<file path="src/rtl/aabb_pkg.sv">
`timescale 1ns / 1ps

package aabb_pkg;

  localparam int COORD_BITS = 32;
  localparam int FRAC_BITS  = 16;
  localparam int DIFF_BITS  = COORD_BITS + 1;
  localparam int PROD_BITS  = DIFF_BITS + COORD_BITS;
  localparam int NUM_AXES   = 3;

  typedef logic signed [COORD_BITS-1:0] coord_t;
  typedef logic signed [DIFF_BITS-1:0]  diff_t;
  typedef logic signed [PROD_BITS-1:0]  prod_t;

  typedef enum logic [1:0] {
    CMD_CLEAR = 2'd0,
    CMD_ADD   = 2'd1,
    CMD_RAY   = 2'd2,
    CMD_SPAN  = 2'd3
  } cmd_t;

  localparam coord_t COORD_MAX = {1'b0, {(COORD_BITS-1){1'b1}}};
  localparam coord_t COORD_MIN = {1'b1, {(COORD_BITS-1){1'b0}}};

  // Drop the fraction bits (floor) and clamp to the coordinate range.
  function automatic coord_t scale_sat(prod_t p);
    prod_t                           sh;
    logic [PROD_BITS-COORD_BITS:0]   top;
    coord_t                          res;
    sh  = p >>> FRAC_BITS;
    top = sh[PROD_BITS-1:COORD_BITS-1];
    if ((&top) || !(|top)) begin
      res = sh[COORD_BITS-1:0];
    end else if (sh[PROD_BITS-1]) begin
      res = COORD_MIN;
    end else begin
      res = COORD_MAX;
    end
    return res;
  endfunction

endpackage

</file>
<file path="src/rtl/aabb_slab.sv">
`timescale 1ns / 1ps

// Exact slab product (bound - origin) * inverse direction.
module aabb_slab import aabb_pkg::*; (
  input  coord_t bound,
  input  coord_t origin,
  input  coord_t inv,
  output prod_t  prod
);

  diff_t diff;

  assign diff = DIFF_BITS'(bound) - DIFF_BITS'(origin);
  assign prod = PROD_BITS'(diff) * PROD_BITS'(inv);

endmodule
</file>
<file path="config.mk">
export PLATFORM = sky130hd
export DESIGN_NAME = aabb_slab
export DESIGN_NICKNAME = d
export VERILOG_FILES = /design/src/rtl/aabb_pkg.sv /design/src/rtl/aabb_slab.sv
export SDC_FILE = /design/constraint.sdc
export NUM_CORES = 2
export LEC_CHECK = 0
export BUFFER_PORTS_ARGS = -buffer_cell sky130_fd_sc_hd__buf_4
export CAP_MARGIN = 20
export CORE_MARGIN = 2
export CORE_UTILIZATION = 30
export DETAILED_ROUTE_END_ITERATION = 8
export PLACE_DENSITY = 0.52
export SETUP_SLACK_MARGIN = 0.15
export SYNTH_ARGS = -nofsm -noshare
export SYNTH_HDL_FRONTEND = slang
export SYNTH_SLANG_ARGS = --single-unit
</file>
<file path="constraint.sdc">
create_clock -name vclk -period 41
set_clock_uncertainty 0.1 [all_clocks]
set_input_delay 6.15 -clock vclk [all_inputs]
set_output_delay 6.15 -clock vclk [all_outputs]
set_load 0.02 [all_outputs]
</file>
==> impl_results.md <==
- Pins over their slew limit: 0
- Die area: 0.1341 mm2
- Critical Path Max Stage Delay: 0.89 ns
- Share of cells above drive strength 1: 6.160%
- Min Tclk post-route: 23.46 ns
- Endpoint class of the critical path: output port
- Pre-antenna DRT Iters: 8
- Worst slew pin tran: 0.9146 ns
- Initial Util: 30.33%
- Largest area contributor in the netlist: fa_1
- Die width: 366.2 um
- WP data required: 34.75 ns
- Hpwl dp: 90,110 um
- Max_cap viols: 0
- Synthesis Warnings: 0
- Count leader, synth: fa_1
- Post_cts resized: 0
- Number of buffers and inverters on the critical path: 7
- Number of remaining DRC errors: 0
- Final #Nets: 5,715
- Slew headroom: 39.03%
- Routed wire per std cell: 18.52 um
- Top cells by area, synth: fa_1, inv_1, ha_1
- WP data arrival: 17.21 ns
- CP max-delay cell: fa_1
- Min-delay worst type: primary input to output port
- Core Box Area: 0.1298 mm2
- Post-synthesis area per instance: 9.125 um2
- Top cells by count, synth: fa_1, inv_1, nand2_1, and2_1, ha_1
- Gr ovfl total: 0
- Die height: 366.2 um
- # rows: 132
- Syn Nets: 5,741
- DR iter-0 viols: 1,391
- Maximum clock rate: 42.62 MHz
- Crit Path Category: primary input to output port
- FF+latch area: 0 um2
- Period utilization: 57.22%
- Port Buf Inserts: 161
- Vias per cell: 4.691
- Status: finished, final reports clean
- Post-Place Setup Slack: 17.50 ns
- Hold_buf cts: 0
- Via count: 28,280
- Largest net degree at the start of global routing: 47
- Vias in the first global route: 31,360
- Routed Antenna Nets: 0
- First-pass GRT wire length: 180,200 um
- Share of the synthesized area in the top cell type: 56.60%
- Routed wire length: 111,700 um
- Syn Inst Count: 4,314
- CP delay by family, top: adder cells
- Max FO, Critical Path: 46
- Clock buffer cells: 0
- Cell Area, Synth: 0.03937 mm2
- Sequential cells: 0
- Seq/Total Area, Yosys: 0%
- Final setup margin: 17.54 ns
- Area growth from synthesis to layout: 7.520%
- Post-CTS Setup Inserts: 0
- Final Hold Fails: 0
- Total Routing Usage GR: 17.08%
- GP Congestion: 0.8448
- Most used cell along the critical path: fa_1
- IO Count: 161
- Antenna violations before repair: 1
- Setup TNS after final layout: 0 ns
- RSZ-0062 raised after global routing: no
- Startpoint types: primary input
- Final setup fails: 0
- Synth cell types: 79
## routing by layer
layer  routed length (um)  GRT usage (%)  vias to the layer above  part of all wire, %
met1                43570          20.91                    15210                   39
li1                     -              -                    12420                    -
met2                61380          32.56                      530                   55
met3                 3085         0.6035                      126                  2.8
met5                    0              0                        -                    0
met4                 3632          4.566                        0                  3.3
## layout by cell type (no fill, tap or decap), types with 8 or more instances in the layout
master | synthesis | routed
a211oi_1 | 12 | 12
a21o_1 | 45 | 45
a21oi_1 | 82 | 82
a31oi_1 | 10 | 10
and2_1 | 396 | 396
and3_1 | 40 | 40
buf_4 | 1 | 197
fa_1 | 1113 | 1113
ha_1 | 218 | 218
inv_1 | 1101 | 1101
nand2_1 | 545 | 545
nand2b_1 | 39 | 39
nand3_1 | 53 | 53
nand3b_1 | 18 | 18
nor2_1 | 66 | 65
nor2b_1 | 56 | 56
nor3_1 | 15 | 14
nor3b_2 | 10 | 10
o211ai_1 | 9 | 9
o21a_1 | 15 | 15
o21ai_0 | 45 | 45
xnor2_1 | 63 | 50
xnor2_2 | 1 | 14
xor2_1 | 25 | 17
xor2_2 | 0 | 8
## cell families (layout without fill, tap and decap cells)
group / count (synthesis) / after routing / share of synthesized area (%)
compound gates: 295 / 295 / 5.187
xor+xnor: 89 / 89 / 1.999
fa+ha+maj: 1331 / 1331 / 63.53
buf+inv: 1326 / 1298 / 12.75
mux: 3 / 3 / 0.08581
other cells: 0 / 2 / 0
simple gates: 1270 / 1270 / 16.44
## path summary, 6_finish.rpt
| check | depth (start not counted) | to | from | slack, ns |
|---|---|---|---|---|
| worst min-delay path | 3 | prod[0] | inv[0] | 12.78 |
| worst max-delay path | 32 | prod[55] | bound[9] | 17.54 |
## stage by stage
stage | utilization, % | cells | hold slack, ns | cell area (um2)
floorplan | - | 4314 | 12.47 | 39370
global placement | 32.60 | 6028 | 12.79 | 42320
detailed placement | 32.60 | 6028 | 12.79 | 42320
CTS | 32.60 | 6028 | 12.79 | 42320
global route | 32.60 | 6028 | 12.81 | 42320
finish | 32.61 | 6030 | 12.78 | 42330
## final cells by class
class / count / area [um2]
fill: 13800 / 87490
multi-input combinational: 2988 / 34530
inverter: 1101 / 4133
tap: 1742 / 2180
timing repair buffer: 197 / 1479
antenna: 2 / 5.005
